===== src/rtl/oml_pkg.sv =====
// shared types, constants and codes for the ordered member list
package oml_pkg;

    localparam int CAPACITY = 16;
    localparam int IDX_W    = $clog2(CAPACITY);
    localparam int CNT_W    = $clog2(CAPACITY + 1);

    typedef logic signed [31:0] t_member;
    typedef logic [IDX_W-1:0]   t_idx;
    typedef logic [CNT_W-1:0]   t_cnt;

    // input opcodes
    localparam logic [1:0] OP_JOIN  = 2'd0;
    localparam logic [1:0] OP_LEAVE = 2'd1;
    localparam logic [1:0] OP_LIST  = 2'd2;

    // result status codes
    localparam logic [2:0] ST_JOINED   = 3'd0;
    localparam logic [2:0] ST_FULL     = 3'd1;
    localparam logic [2:0] ST_REMOVED  = 3'd2;
    localparam logic [2:0] ST_NOTFOUND = 3'd3;
    localparam logic [2:0] ST_LISTED   = 3'd4;
    localparam logic [2:0] ST_EMPTY    = 3'd5;

    // what every cell of the ring does in a cycle
    typedef enum logic [1:0] {
        CMD_HOLD   = 2'd0,
        CMD_LOAD   = 2'd1,
        CMD_ROTATE = 2'd2,
        CMD_DROP   = 2'd3
    } t_cell_cmd;

    // control broadcast from the sequencer to all cells
    typedef struct packed {
        t_cell_cmd cmd;
        t_idx      sel;
        t_member   load;
    } t_cell_ctl;

endpackage


===== src/rtl/oml_if.sv =====
// valid/ready channel interfaces for requests and results
interface oml_in_if;
    import oml_pkg::*;

    logic       valid;
    logic       ready;
    logic [1:0] opcode;
    t_member    member_id;

    modport source (output valid, output opcode, output member_id, input ready);
    modport sink (input valid, input opcode, input member_id, output ready);
endinterface

interface oml_out_if;
    import oml_pkg::*;

    logic       valid;
    logic       ready;
    logic [2:0] status;
    t_member    member_value;
    logic       last_of_run;

    modport source (output valid, output status, output member_value, output last_of_run,
                    input ready);
    modport sink (input valid, input status, input member_value, input last_of_run,
                  output ready);
endinterface


===== src/rtl/oml_cell.sv =====
// one ring cell: holds a single list entry, loads a value or takes its neighbor's
module oml_cell
    import oml_pkg::*;
(
    input  logic      i_clk,
    input  t_idx      i_index,
    input  t_cell_ctl i_ctl,
    input  t_member   i_next,
    input  t_member   i_head,
    output t_member   o_value
);

    t_member r_value;
    t_member n_value;

    // next value from the broadcast command
    always_comb begin
        n_value = r_value;
        unique case (i_ctl.cmd)
            CMD_LOAD: begin
                if (i_index == i_ctl.sel) begin
                    n_value = i_ctl.load;
                end
            end
            CMD_ROTATE: begin
                // the tail closes the ring back to the head
                n_value = (i_index == i_ctl.sel) ? i_head : i_next;
            end
            CMD_DROP: begin
                n_value = i_next;
            end
            default: begin
                n_value = r_value;
            end
        endcase
    end

    always_ff @(posedge i_clk) begin
        r_value <= n_value;
    end

    assign o_value = r_value;

endmodule


===== src/rtl/ordered_member_list.sv =====
// Ordered member list: keeps up to CAPACITY member numbers oldest first.
// Requests arrive on i_in (opcode, member_id), results leave on o_out
// (status, member_value, last_of_run); a transfer happens when valid and
// ready are both high. Entries live in a ring of cells; every cell hands
// its value to the neighbor in front of it, and the head feeds the tail.
// Join: written straight into the cell at the tail, result registered in
//   the accepting cycle and valid in the next cycle.
// Leave: the ring turns once around its n entries, one step per cycle
//   after the accepting cycle, comparing the head; the first match is
//   dropped instead of turned. One result after the last step, which waits
//   for room in the output register; an empty list gives it without a walk.
// List: the ring turns once, the head going out as one result per cycle
//   while the receiver takes them, first result registered once S_LIST
//   follows acceptance, or a single empty result in the accepting cycle.
// Opcode 3 is taken and gives nothing.
// A request is taken only while the sequencer is idle and the output
// register is free or being drained in the same cycle. When the receiver
// stalls, the ring and the step counter stop until the result is taken.
// Reset empties the list and the output register; entry contents are not
// cleared and need no sweep.
module ordered_member_list
    import oml_pkg::*;
(
    input  logic        i_clk,
    input  logic        i_rst_n,
    oml_in_if.sink      i_in,
    oml_out_if.source   o_out
);

    typedef enum logic [2:0] {
        S_IDLE  = 3'b001,
        S_LEAVE = 3'b010,
        S_LIST  = 3'b100
    } t_state;

    t_state     r_state, n_state;
    t_cnt       r_count, n_count;
    t_cnt       r_step, n_step;
    t_cnt       r_len, n_len;
    logic       r_found, n_found;
    t_member    r_id, n_id;
    logic       r_out_valid, n_out_valid;
    logic [2:0] r_status, n_status;
    t_member    r_value, n_value;
    logic       r_last, n_last;

    t_cell_ctl  w_ctl;
    t_member    w_cells [CAPACITY];
    t_cnt       w_count_m1;
    t_idx       w_tail_idx;
    logic       w_out_free;
    logic       w_in_fire;
    logic       w_last_step;
    logic       w_hit;

    // ring of cells
    for (genvar j = 0; j < CAPACITY; j++) begin : g_cell
        oml_cell u_cell (
            .i_clk   (i_clk),
            .i_index (IDX_W'(j)),
            .i_ctl   (w_ctl),
            .i_next  (w_cells[(j + 1) % CAPACITY]),
            .i_head  (w_cells[0]),
            .o_value (w_cells[j])
        );
    end

    assign w_count_m1  = r_count - CNT_W'(1);
    assign w_tail_idx  = w_count_m1[IDX_W-1:0];
    assign w_out_free  = !r_out_valid || o_out.ready;
    assign i_in.ready  = (r_state == S_IDLE) && w_out_free;
    assign w_in_fire   = i_in.valid && i_in.ready;
    assign w_last_step = (r_step == r_len - CNT_W'(1));
    assign w_hit       = (w_cells[0] == r_id) && !r_found;

    // sequencer and result formation
    always_comb begin
        n_state     = r_state;
        n_count     = r_count;
        n_step      = r_step;
        n_len       = r_len;
        n_found     = r_found;
        n_id        = r_id;
        n_out_valid = r_out_valid && !o_out.ready;
        n_status    = r_status;
        n_value     = r_value;
        n_last      = r_last;
        w_ctl.cmd   = CMD_HOLD;
        w_ctl.sel   = w_tail_idx;
        w_ctl.load  = i_in.member_id;

        unique case (r_state)
            S_IDLE: begin
                if (w_in_fire) begin
                    unique case (i_in.opcode)
                        OP_JOIN: begin
                            n_out_valid = 1'b1;
                            n_value     = i_in.member_id;
                            n_last      = 1'b1;
                            if (r_count == CNT_W'(CAPACITY)) begin
                                n_status = ST_FULL;
                            end else begin
                                w_ctl.cmd = CMD_LOAD;
                                w_ctl.sel = r_count[IDX_W-1:0];
                                n_count   = r_count + CNT_W'(1);
                                n_status  = ST_JOINED;
                            end
                        end
                        OP_LEAVE: begin
                            if (r_count == '0) begin
                                n_out_valid = 1'b1;
                                n_status    = ST_NOTFOUND;
                                n_value     = i_in.member_id;
                                n_last      = 1'b1;
                            end else begin
                                n_id    = i_in.member_id;
                                n_step  = '0;
                                n_len   = r_count;
                                n_found = 1'b0;
                                n_state = S_LEAVE;
                            end
                        end
                        OP_LIST: begin
                            if (r_count == '0) begin
                                n_out_valid = 1'b1;
                                n_status    = ST_EMPTY;
                                n_value     = '0;
                                n_last      = 1'b1;
                            end else begin
                                n_step  = '0;
                                n_len   = r_count;
                                n_state = S_LIST;
                            end
                        end
                        default: begin
                        end
                    endcase
                end
            end
            S_LEAVE: begin
                // the final step waits for room in the output register
                if (!w_last_step || w_out_free) begin
                    if (w_hit) begin
                        w_ctl.cmd = CMD_DROP;
                        n_count   = w_count_m1;
                        n_found   = 1'b1;
                    end else begin
                        w_ctl.cmd = CMD_ROTATE;
                    end
                    n_step = r_step + CNT_W'(1);
                    if (w_last_step) begin
                        n_out_valid = 1'b1;
                        n_status    = (w_hit || r_found) ? ST_REMOVED : ST_NOTFOUND;
                        n_value     = r_id;
                        n_last      = 1'b1;
                        n_state     = S_IDLE;
                    end
                end
            end
            S_LIST: begin
                // head goes out while the ring turns by one
                if (w_out_free) begin
                    w_ctl.cmd   = CMD_ROTATE;
                    n_out_valid = 1'b1;
                    n_status    = ST_LISTED;
                    n_value     = w_cells[0];
                    n_last      = w_last_step;
                    n_step      = r_step + CNT_W'(1);
                    if (w_last_step) begin
                        n_state = S_IDLE;
                    end
                end
            end
            default: begin
                n_state = S_IDLE;
            end
        endcase
    end

    // control registers
    always_ff @(posedge i_clk) begin
        if (!i_rst_n) begin
            r_state     <= S_IDLE;
            r_count     <= '0;
            r_step      <= '0;
            r_len       <= '0;
            r_found     <= 1'b0;
            r_out_valid <= 1'b0;
        end else begin
            r_state     <= n_state;
            r_count     <= n_count;
            r_step      <= n_step;
            r_len       <= n_len;
            r_found     <= n_found;
            r_out_valid <= n_out_valid;
        end
    end

    // payload registers
    always_ff @(posedge i_clk) begin
        r_id     <= n_id;
        r_status <= n_status;
        r_value  <= n_value;
        r_last   <= n_last;
    end

    assign o_out.valid        = r_out_valid;
    assign o_out.status       = r_status;
    assign o_out.member_value = r_value;
    assign o_out.last_of_run  = r_last;

    // fill level never passes the ring size
    a_count_bound: assert property (@(posedge i_clk) disable iff (!i_rst_n)
        r_count <= CNT_W'(CAPACITY))
        else $error("entry count above capacity");

    // a join on a list with room grows it by one
    a_join_grows: assert property (@(posedge i_clk) disable iff (!i_rst_n)
        (w_in_fire && i_in.opcode == OP_JOIN && r_count != CNT_W'(CAPACITY))
        |=> (r_count == $past(r_count) + CNT_W'(1)))
        else $error("join did not grow the list");

    // a leave walk never runs on an empty ring
    a_leave_nonempty: assert property (@(posedge i_clk) disable iff (!i_rst_n)
        (r_state == S_LEAVE) |-> (r_count != '0))
        else $error("leave walk on empty list");

    // the walk stays within the entries it started with
    a_step_bound: assert property (@(posedge i_clk) disable iff (!i_rst_n)
        (r_state == S_LEAVE || r_state == S_LIST) |-> (r_step < r_len))
        else $error("walk step beyond list length");

    // a list run ends with its last flag
    a_list_end: assert property (@(posedge i_clk) disable iff (!i_rst_n)
        (r_state == S_LIST && w_out_free && w_last_step) |=> (r_out_valid && r_last))
        else $error("list run ended without last flag");

endmodule

===== src/flat_wrapper.sv =====
// flat-port wrapper written by rule: the top's interface ports become plain ports
module ordered_member_list_flat import oml_pkg::*;
  (i_clk, i_rst_n, i_in_valid, i_in_opcode, i_in_member_id, i_in_ready, o_out_valid, o_out_status, o_out_member_value, o_out_last_of_run, o_out_ready);
  oml_in_if i_in_i ();
  oml_out_if o_out_i ();
  input  logic i_clk;
  input  logic i_rst_n;
  input wire logic [$bits(i_in_i.valid)-1:0] i_in_valid;
  input wire logic [$bits(i_in_i.opcode)-1:0] i_in_opcode;
  input wire logic [$bits(i_in_i.member_id)-1:0] i_in_member_id;
  output wire logic [$bits(i_in_i.ready)-1:0] i_in_ready;
  output wire logic [$bits(o_out_i.valid)-1:0] o_out_valid;
  output wire logic [$bits(o_out_i.status)-1:0] o_out_status;
  output wire logic [$bits(o_out_i.member_value)-1:0] o_out_member_value;
  output wire logic [$bits(o_out_i.last_of_run)-1:0] o_out_last_of_run;
  input wire logic [$bits(o_out_i.ready)-1:0] o_out_ready;
  assign i_in_i.valid = i_in_valid;
  assign i_in_i.opcode = i_in_opcode;
  assign i_in_i.member_id = i_in_member_id;
  assign i_in_ready = i_in_i.ready;
  assign o_out_valid = o_out_i.valid;
  assign o_out_status = o_out_i.status;
  assign o_out_member_value = o_out_i.member_value;
  assign o_out_last_of_run = o_out_i.last_of_run;
  assign o_out_i.ready = o_out_ready;
  ordered_member_list u_core (.i_clk(i_clk), .i_rst_n(i_rst_n), .i_in(i_in_i), .o_out(o_out_i));
endmodule

===== config.mk =====
export PLATFORM = sky130hd
export DESIGN_NAME = ordered_member_list_flat
export DESIGN_NICKNAME = d
export VERILOG_FILES = /design/src/rtl/oml_pkg.sv /design/src/rtl/oml_if.sv /design/src/rtl/oml_cell.sv /design/src/rtl/ordered_member_list.sv /design/src/flat_wrapper.sv
export SDC_FILE = /design/constraint.sdc
export NUM_CORES = 1
export LEC_CHECK = 0
export BUFFER_PORTS_ARGS = -buffer_cell sky130_fd_sc_hd__buf_4
export CORE_MARGIN = 2
export CORE_UTILIZATION = 44
export DETAILED_ROUTE_END_ITERATION = 6
export GPL_ROUTABILITY_DRIVEN = 0
export PLACE_DENSITY = 0.63
export REMOVE_ABC_BUFFERS = 1
export SLEW_MARGIN = 20
export SYNTH_ARGS = -nofsm -noshare
export SYNTH_HDL_FRONTEND = slang
export SYNTH_SLANG_ARGS = --single-unit
export TNS_END_PERCENT = 50

===== constraint.sdc =====
create_clock -name i_clk -period 4.54 [get_ports i_clk]
set_input_delay 0.454 -clock i_clk [delete_from_list [all_inputs] [get_ports i_clk]]
set_output_delay 0.454 -clock i_clk [all_outputs]
set_load 0.05 [all_outputs]

==> results of run 1 <==
## final timing paths
check	startpoint	slack [ns]	cells after the start	endpoint
setup reg to reg	u_core.g_cell[0].u_cell.o_value[18]	0.73	8	u_core.g_cell[4].u_cell.o_value[17]
setup / recovery	u_core.g_cell[0].u_cell.o_value[18]	0.73	8	u_core.g_cell[4].u_cell.o_value[17]
hold reg to reg	u_core.g_cell[1].u_cell.o_value[11]	0.52	1	u_core.g_cell[0].u_cell.o_value[11]
hold / removal	i_in_member_id[14]	0.02	1	u_core.r_id[14]
## cells in the final DEF, fill, tap and decap left out, types with 5 or more instances in the layout
| cell type | synthesis | final |
|---|---|---|
| clkbuf_1 | 168 | 10 |
| a21o_1 | 64 | 64 |
| mux2i_1 | 7 | 7 |
| a211oi_1 | 8 | 8 |
| buf_4 | 10 | 117 |
| o21ai_0 | 27 | 12 |
| xor2_1 | 6 | 6 |
| o21ai_4 | 0 | 16 |
| buf_12 | 0 | 32 |
| or3_1 | 5 | 5 |
| a222oi_1 | 32 | 32 |
| nand2_1 | 46 | 46 |
| dlygate4sd3_1 | 0 | 19 |
| nand4_1 | 12 | 12 |
| inv_1 | 41 | 41 |
| xnor2_1 | 36 | 36 |
| and2_1 | 102 | 102 |
| nor2b_1 | 8 | 7 |
| a21oi_1 | 14 | 12 |
| and3_1 | 37 | 37 |
| o22ai_4 | 0 | 14 |
| nor3_1 | 6 | 5 |
| a221o_1 | 448 | 448 |
| clkinv_2 | 0 | 12 |
| nand3_1 | 13 | 13 |
| nor2_1 | 23 | 22 |
| ha_1 | 9 | 9 |
| dfxtp_1 | 20 | 19 |
| clkbuf_16 | 0 | 62 |
| clkinv_1 | 1 | 17 |
| edfxtp_1 | 580 | 580 |
## cell families after synthesis
logic type / count (synthesis) / synth area share
simple gates: 278 / 0.0591
xor+xnor: 42 / 0.0135
buf+inv: 286 / 0.0442
mux: 10 / 0.00381
flops: 600 / 0.653
compound gates: 654 / 0.222
fa+ha+maj: 9 / 0.00413
## timing repair
action / in CTS / in global routing
setup endpoints to repair: 0 / 0
endpoints found under the hold margin: 19 / 0
hold buffers: 19 / 0
## through the flow
step,setup TNS (ns),std cells,total power [mW],instance area (sq um),hold slack (ns)
floorplan,-1104.48,1635,7.76,26200,0.483
global placement,0,2574,8.55,29300,0.496
detailed placement,0,2575,8.59,29300,0.501
CTS,0,2706,13.5,31400,0.000960
global route,0,2707,13.8,31400,0.0134
finish,0,2707,13.5,31400,0.0168
## layer usage
layer  global-route usage  vias to the layer above  share of wire
met4               0.0997                        0          0.036
met2                0.431                     1611           0.45
met5                    0                        -              0
li1                     -                     7891              -
met3               0.0554                      191           0.13
met1                0.406                     9891           0.38
## report_power, final
group          internal, mW  switching [mW]  total (mW)
combinational         0.643            1.34        1.98
sequential             6.46           0.117        6.57
clock                  2.71            2.21        4.92
## state kept, by name, indices dropped and copies added, names as in the netlist
register and cells:
u_core.r_state 3, u_core.r_count 5, u_core.r_found 1, u_core.o_out.member_value 32
u_core.g_cell.u_cell.o_value 512, u_core.r_len 5, u_core.o_out.last_of_run 1, u_core.r_id 32
u_core.o_out.valid 1, u_core.o_out.status 3, u_core.r_step 5
## cell type report
cell class              count  area [sq um]
fillers                  5174         30100
repair buffers            170          1760
clock buffers              72          1590
flip-flops and latches    600         17800
clock inverters            40           309
inverters                  42           158
well taps                 790           988
multi-input cells         993          8770
==> summary.txt, run 1 <==
======================================================================================
Routed vias .............................................................        19584
Average cell area after synthesis .......................................   14.5 sq um
Number of flops mapped to enable cells by yosys .........................          580
Data arrival at the endpoint of the critical path .......................      4.19 ns
Clock transition at the registers of the reported paths .................      0.06 ns
Top achievable clock speed ..............................................      262 MHz
Starting density of the core ............................................        0.444
Seq/Total Area, Yosys ...................................................        0.653
Library cell contributing the largest single delay on the critical path .     edfxtp_1
Clock root buffer .......................................................    clkbuf_16
Count of unique library cells instantiated by Yosys .....................           72
RSZ-0062 raised after global routing ....................................        false
Count of warnings emitted by yosys ......................................            0
Power per Cell Area .....................................................  429 nW/um^2
Inserted Diodes .........................................................            0
Core Region .............................................................  61500 sq um
Outcome ................................................................. complete, but fails checks
Final Skew ..............................................................    0.0113 ns
Cell types occupying the most area after synthesis ...................... edfxtp_1 (64%), a221o_1 (16%), and2_1 (2.3%)
Period minus WS final ...................................................      3.81 ns
GRT Util Overall ........................................................        0.283
Cell Area, Synth ........................................................  27300 sq um
Critical path's top delay family ........................................ simple AND/OR/NAND/NOR gates
Per-cell via count in the routed design .................................         7.23
Die ar. .................................................................  64000 sq um
Port Buf Inserts ........................................................           75
Number of I/O pins ......................................................           76
Fraction of registers with async set/reset ..............................            0
Part of the cycle the worst path needs ..................................        0.839
Insertion delay to the later sink of the worst-skew pair ................      0.64 ns
Hold Vio Cnt, Final .....................................................            0
First-pass GRT wire length ..............................................       131 mm
Max-cap check violation count ...........................................            0
Total congestion overflow after global routing ..........................            0
Max-slew violation count ................................................            0
Growth of design area from synthesis to finish ..........................        15.1%
Width of the chip .......................................................  253 microns
Height of the die .......................................................  253 microns
Largest net degree at the start of global routing .......................           97
Post-detailed-route count of antenna-violating nets .....................            0
Number of buffers inserted by post-CTS setup repair .....................            0
First-pass iteration count of the detailed router .......................            7
Drc violations ..........................................................            1
Required time worst endpoint ............................................      4.92 ns
Post-synthesis sequential element count .................................          600
Yosys top cell area share ...............................................        0.638
Detailed router's first-iteration violation count .......................         3389
Final core utilization ..................................................        0.511
Post_cts resized ........................................................            0
Setup ws final ..........................................................     0.729 ns
Estimated wirelength of the detail-placed design ........................      47.5 mm
Critical-path cell list ................................................. xnor2_1 -> nand4_1 -> nor4_1 -> buf_4 -> nand3_1 -> o211a_4 -> buf_12 -> a221o_1
Max Fanout on Critical Path .............................................           52
Gate count after technology mapping .....................................         1879
Most common cell in the netlist .........................................     edfxtp_1
Critical path buffers and inverters .....................................            2
Via count of the first global-routing pass ..............................        18670
Floorplan row count .....................................................           91
Worst setup path class .................................................. flip-flop to flip-flop
Total Routed Length .....................................................      92.5 mm
Number of nets in the final layout ......................................         1914
Top cell type by total area after synthesis .............................     edfxtp_1
Slew at the pin with the worst max-slew slack ...........................      1.04 ns
Setup slack at placement ................................................     0.773 ns
Lkg Pwr .................................................................      10.8 nW
Number of H-tree levels .................................................            2
Startpoint Class ........................................................    flip-flop
Class of the tightest hold or removal check ............................. input pin to flip-flop
Max_slew headroom .......................................................        0.307
Routed WL per cell ...................................................... 34.2 microns
Top cells by instance count after synthesis ............................. edfxtp_1 (580), a221o_1 (448), clkbuf_1 (168)
Number of endpoints failing setup at the final stage ....................            0
Antenna violations before repair ........................................            0
Highest cell delay on the worst timing path .............................      0.54 ns
Deepest clock path buffer count .........................................            3
Worst IR Drop VDD .......................................................     0.337 mV
Clock tree from TritonCTS ...............................................          yes
Violations in the final reports ......................................... design-rule violations
Number of CTS-inserted buffers ..........................................           60
Critical path endpoint category .........................................    flip-flop
Most common flop cell mapped by yosys ...................................     edfxtp_1
Number of sinks on the clock net ........................................          600
Fraction of final layout cells with drive strength greater than 1 .......        0.155
======================================================================================
Note: power is estimated with default switching activity, not from simulation.
==> inputs of run 2 (changes only) <==
--- a/config.mk
+++ b/config.mk
@@ -10,7 +10,7 @@
 export CORE_UTILIZATION = 44
 export DETAILED_ROUTE_END_ITERATION = 6
 export GPL_ROUTABILITY_DRIVEN = 0
-export PLACE_DENSITY = 0.63
+export PLACE_DENSITY = 0.61
 export REMOVE_ABC_BUFFERS = 1
 export SLEW_MARGIN = 20
 export SYNTH_ARGS = -nofsm -noshare
==> constraint.sdc (replaced) <==
create_clock -name i_clk -period 3.9 [get_ports i_clk]
set_input_delay 0.39 -clock i_clk [delete_from_list [all_inputs] [get_ports i_clk]]
set_output_delay 0.39 -clock i_clk [all_outputs]
set_load 0.05 [all_outputs]
==> run 2 against run 1 <==
  * Largest power group unchanged
  * Core utilization increased by 1.9 points
  * Clock power increased by 32%
  * Final cell count increased by 2.5%
  * Sequential power increased by 16%
  * Largest cell class unchanged
  * The run still ends with design-rule violations left
  * Critical endpoint is now u_core.g_cell[10].u_cell.o_value[5]
==> summary.txt, run 2 (synthesis gave the netlist of run 1 again) <==
================================================================================
Die ar. ...........................................................  64000 sq um   unchanged
Per-cell via count in the routed design ...........................         7.16   was 7.23
Relative contribution of sequential cells to total power ..........        0.464   was 0.488
Period minus WS final .............................................      3.55 ns   was 3.81 ns
Part of the cycle the worst path needs ............................        0.911   was 0.839
Startpoint Class ..................................................    flip-flop   unchanged
Top achievable clock speed ........................................      282 MHz   was 262 MHz
Placed Area .......................................................  30100 sq um   was 29300 sq um
Width of the chip .................................................  253 microns   unchanged
Drc violations ....................................................            4   was 1
Number of nets in the final layout ................................         1986   was 1914
Final std cells w/o fill ..........................................         2774   was 2707
Number of I/O pins ................................................           76   unchanged
Largest net degree at the start of global routing .................           52   was 97
Share of total power in the clock network .........................        0.394   was 0.365
Slew at the pin with the worst max-slew slack .....................     0.983 ns   was 1.04 ns
M1 WL .............................................................      36.6 mm   was 35.2 mm
Lkg Pwr ...........................................................      11.3 nW   was 10.8 nW
Via count of the first global-routing pass ........................        19012   was 18670
Register-to-register path setup slack .............................      0.35 ns   was 0.73 ns
Hold EP ........................................................... u_core.r_id[21]   was u_core.r_id[14]
Clock transition at the registers of the reported paths ...........      0.06 ns   about the same
Switching power total .............................................      4.31 mW   was 3.66 mW
Data arrival at the endpoint of the critical path .................      3.90 ns   was 4.19 ns
Outcome ........................................................... complete, but fails checks   unchanged
Routed WL per cell ................................................ 33.1 microns   was 34.2 microns
Routed vias .......................................................        19869   was 19584
Number of buffers inserted by post-CTS setup repair ...............            0   unchanged
Metal2 WL .........................................................      41.6 mm   was 41.8 mm
Final core utilization ............................................        0.529   was 0.511
Estimated wirelength of the detail-placed design ..................      53.7 mm   was 47.5 mm
Commonest non-fill, non-tap cell in the layout ....................     edfxtp_1   unchanged
Post_cts resized ..................................................            0   unchanged
Post-detailed-route count of antenna-violating nets ...............            0   unchanged
Multi-input gate area in the final layout .........................   8770 sq um   unchanged
Clock tree from TritonCTS .........................................          yes   unchanged
Post-CTS Hold Fix Bufs ............................................           30   was 19
Starting density of the core ......................................        0.444   unchanged
Total Routed Length ...............................................      91.8 mm   was 92.5 mm
Worst setup path class ............................................ flip-flop to flip-flop   unchanged
Critical path endpoint category ...................................    flip-flop   unchanged
Detailed router's first-iteration violation count .................         3215   was 3389
Port Buf Inserts ..................................................           75   unchanged
R2R Path Start .................................................... u_core.r_state[0]   was u_core.g_cell[0].u_cell.o_value[18]
Filler cell count .................................................         5005   was 5174
Number of instances on the worst hold path ........................            1   unchanged
Placed Cells incl. Taps ...........................................         2630   was 2575
Int Power .........................................................      12.2 mW   was 9.81 mW
RSZ-0062 raised after global routing ..............................        false   unchanged
Max-cap check violation count .....................................            0   unchanged
Max_slew headroom .................................................        0.343   was 0.307
First-pass GRT wire length ........................................       132 mm   was 131 mm
GRT Util Overall ..................................................        0.284   was 0.283
Class of the tightest hold or removal check ....................... input pin to flip-flop   unchanged
Worst reg-to-reg path cell count ..................................            7   was 8
Power per Cell Area ...............................................  507 nW/um^2   was 429 nW/um^2
Worst IR Drop VDD .................................................     0.285 mV   was 0.337 mV
Growth of design area from synthesis to finish ....................        19.3%   was 15.1%
Total power consumption of the routed design ......................      16.5 mW   was 13.5 mW
Number of sinks on the clock net ..................................          600   unchanged
Deepest clock path buffer count ...................................            3   unchanged
Uppermost layer routed ............................................         met4   unchanged
Sequential standard cell area .....................................  17800 sq um   unchanged
Number of H-tree levels ...........................................            3   was 2
Floorplan row count ...............................................           91   unchanged
Top library cells by usage in the layout, fill and taps aside ..... edfxtp_1 (580), a221o_1 (448), buf_4 (143)   was edfxtp_1 (580), a221o_1 (448), buf_4 (117)
Capturing point of the worst reg2reg path ......................... u_core.g_cell[10].u_cell.o_value[5]   was u_core.g_cell[4].u_cell.o_value[17]
Hold Vio Cnt, Final ...............................................            0   unchanged
Switching part of the total power .................................        0.261   was 0.272
Total congestion overflow after global routing ....................            0   unchanged
Origin of the worst min-delay path ................................ i_in_member_id[21]   was i_in_member_id[14]
Max Fanout on Critical Path .......................................           24   was 52
Core Region .......................................................  61500 sq um   unchanged
Antenna violations before repair ..................................            1   was 0
First-pass iteration count of the detailed router .................            7   unchanged
Height of the die .................................................  253 microns   unchanged
Clock root buffer .................................................    clkbuf_16   unchanged
Violations in the final reports ................................... design-rule violations   unchanged
Post-layout instance area .........................................  32600 sq um   was 31400 sq um
Required time worst endpoint ......................................      4.25 ns   was 4.92 ns
Flip-flop count of the largest register after layout ..............          512   unchanged
Number of CTS-inserted buffers ....................................           67   was 60
Detailed route wirelength on metal3 ...............................      10.7 mm   was 12.1 mm
Number of endpoints failing setup at the final stage ..............            0   unchanged
Fraction of final layout cells with drive strength greater than 1 .        0.178   was 0.155
Part of the power in combinational logic ..........................        0.142   was 0.147
Final Skew ........................................................    0.0404 ns   was 0.0113 ns
Max-slew violation count ..........................................            0   unchanged
Insertion delay to the later sink of the worst-skew pair ..........      0.63 ns   was 0.64 ns
================================================================================
run 2: cell count changes in the layout (fill, tap and decap cells not counted), moves of 2 or more:
cell           change
clkinv_1           -6
clkinvlp_4         -4
buf_16             -2
buf_4             +26
buf_12            +30
dlygate4sd3_1     +11
clkbuf_1           +6
clkinv_8           +2
clkbuf_16          +8
bufinv_16          +5
clkinv_2           -9
run 2: how the worst max path moves through the flow:
| stage | startpoint | endpoint | slack [ns] |
|---|---|---|---|
| 6_report | u_core.r_state[0] | u_core.g_cell[10].u_cell.o_value[5] | 0.35 |
| 5_1_grt | u_core.r_state[0] | u_core.g_cell[10].u_cell.o_value[5] | 0.14 |
| 4_1_cts | u_core.r_state[0] | u_core.g_cell[10].u_cell.o_value[5] | 0.40 |
| 3_5_place_dp | u_core.r_state[0] | u_core.g_cell[10].u_cell.o_value[31] | 0.44 |
| 3_3_place_gp | u_core.r_state[0] | u_core.g_cell[10].u_cell.o_value[14] | 0.49 |
| 2_1_floorplan | u_core.r_count[0] | u_core.g_cell[3].u_cell.o_value[0] | -2.28 |
run 2: cell type report:
class | instances | share of cell area
timing repair buffer | 235 | 0.0803
inverter | 42 | 0.00484
clock buffer | 86 | 0.0557
tap | 790 | 0.0304
multi-input combinational | 993 | 0.269
sequential | 600 | 0.547
antenna | 1 | 0.0000769
clock inverter | 27 | 0.0120
run 2: worst max-delay path, cell delays in order, from the launching register on:
cell and delay (ns):
dfxtp_1 0.58, or3b_1 0.63, o31ai_1 0.47, o311ai_1 0.35, a211oi_1 0.51, o22ai_4 0.14, buf_12 0.21, a221o_1 0.39
run 2: layer usage:
layer | global-route usage | vias to the layer above
met4 | 0.100 | 0
li1 | - | 8043
met2 | 0.436 | 1451
met5 | 0 | -
met1 | 0.400 | 10191
met3 | 0.0584 | 184
run 2: power groups by stage:
stage	registers [mW]	clock network (mW)	logic (mW)
2_1_floorplan	8.04	0	1.00
3_3_place_gp	7.77	0	2.23
3_5_place_dp	7.78	0	2.27
4_1_cts	7.65	6.57	2.31
5_1_grt	7.67	6.80	2.45
6_report	7.65	6.51	2.35
run 2: through the flow:
| step | TNS (ns) | hold slack [ns] | worst slack (ns) |
|---|---|---|---|
| floorplan | -1736.27 | 0.466 | -2.28 |
| global placement | 0 | 0.497 | 0.490 |
| detailed placement | 0 | 0.509 | 0.442 |
| CTS | 0 | 0.00248 | 0.405 |
| global route | 0 | 0.00663 | 0.136 |
| finish | 0 | 0.0241 | 0.348 |
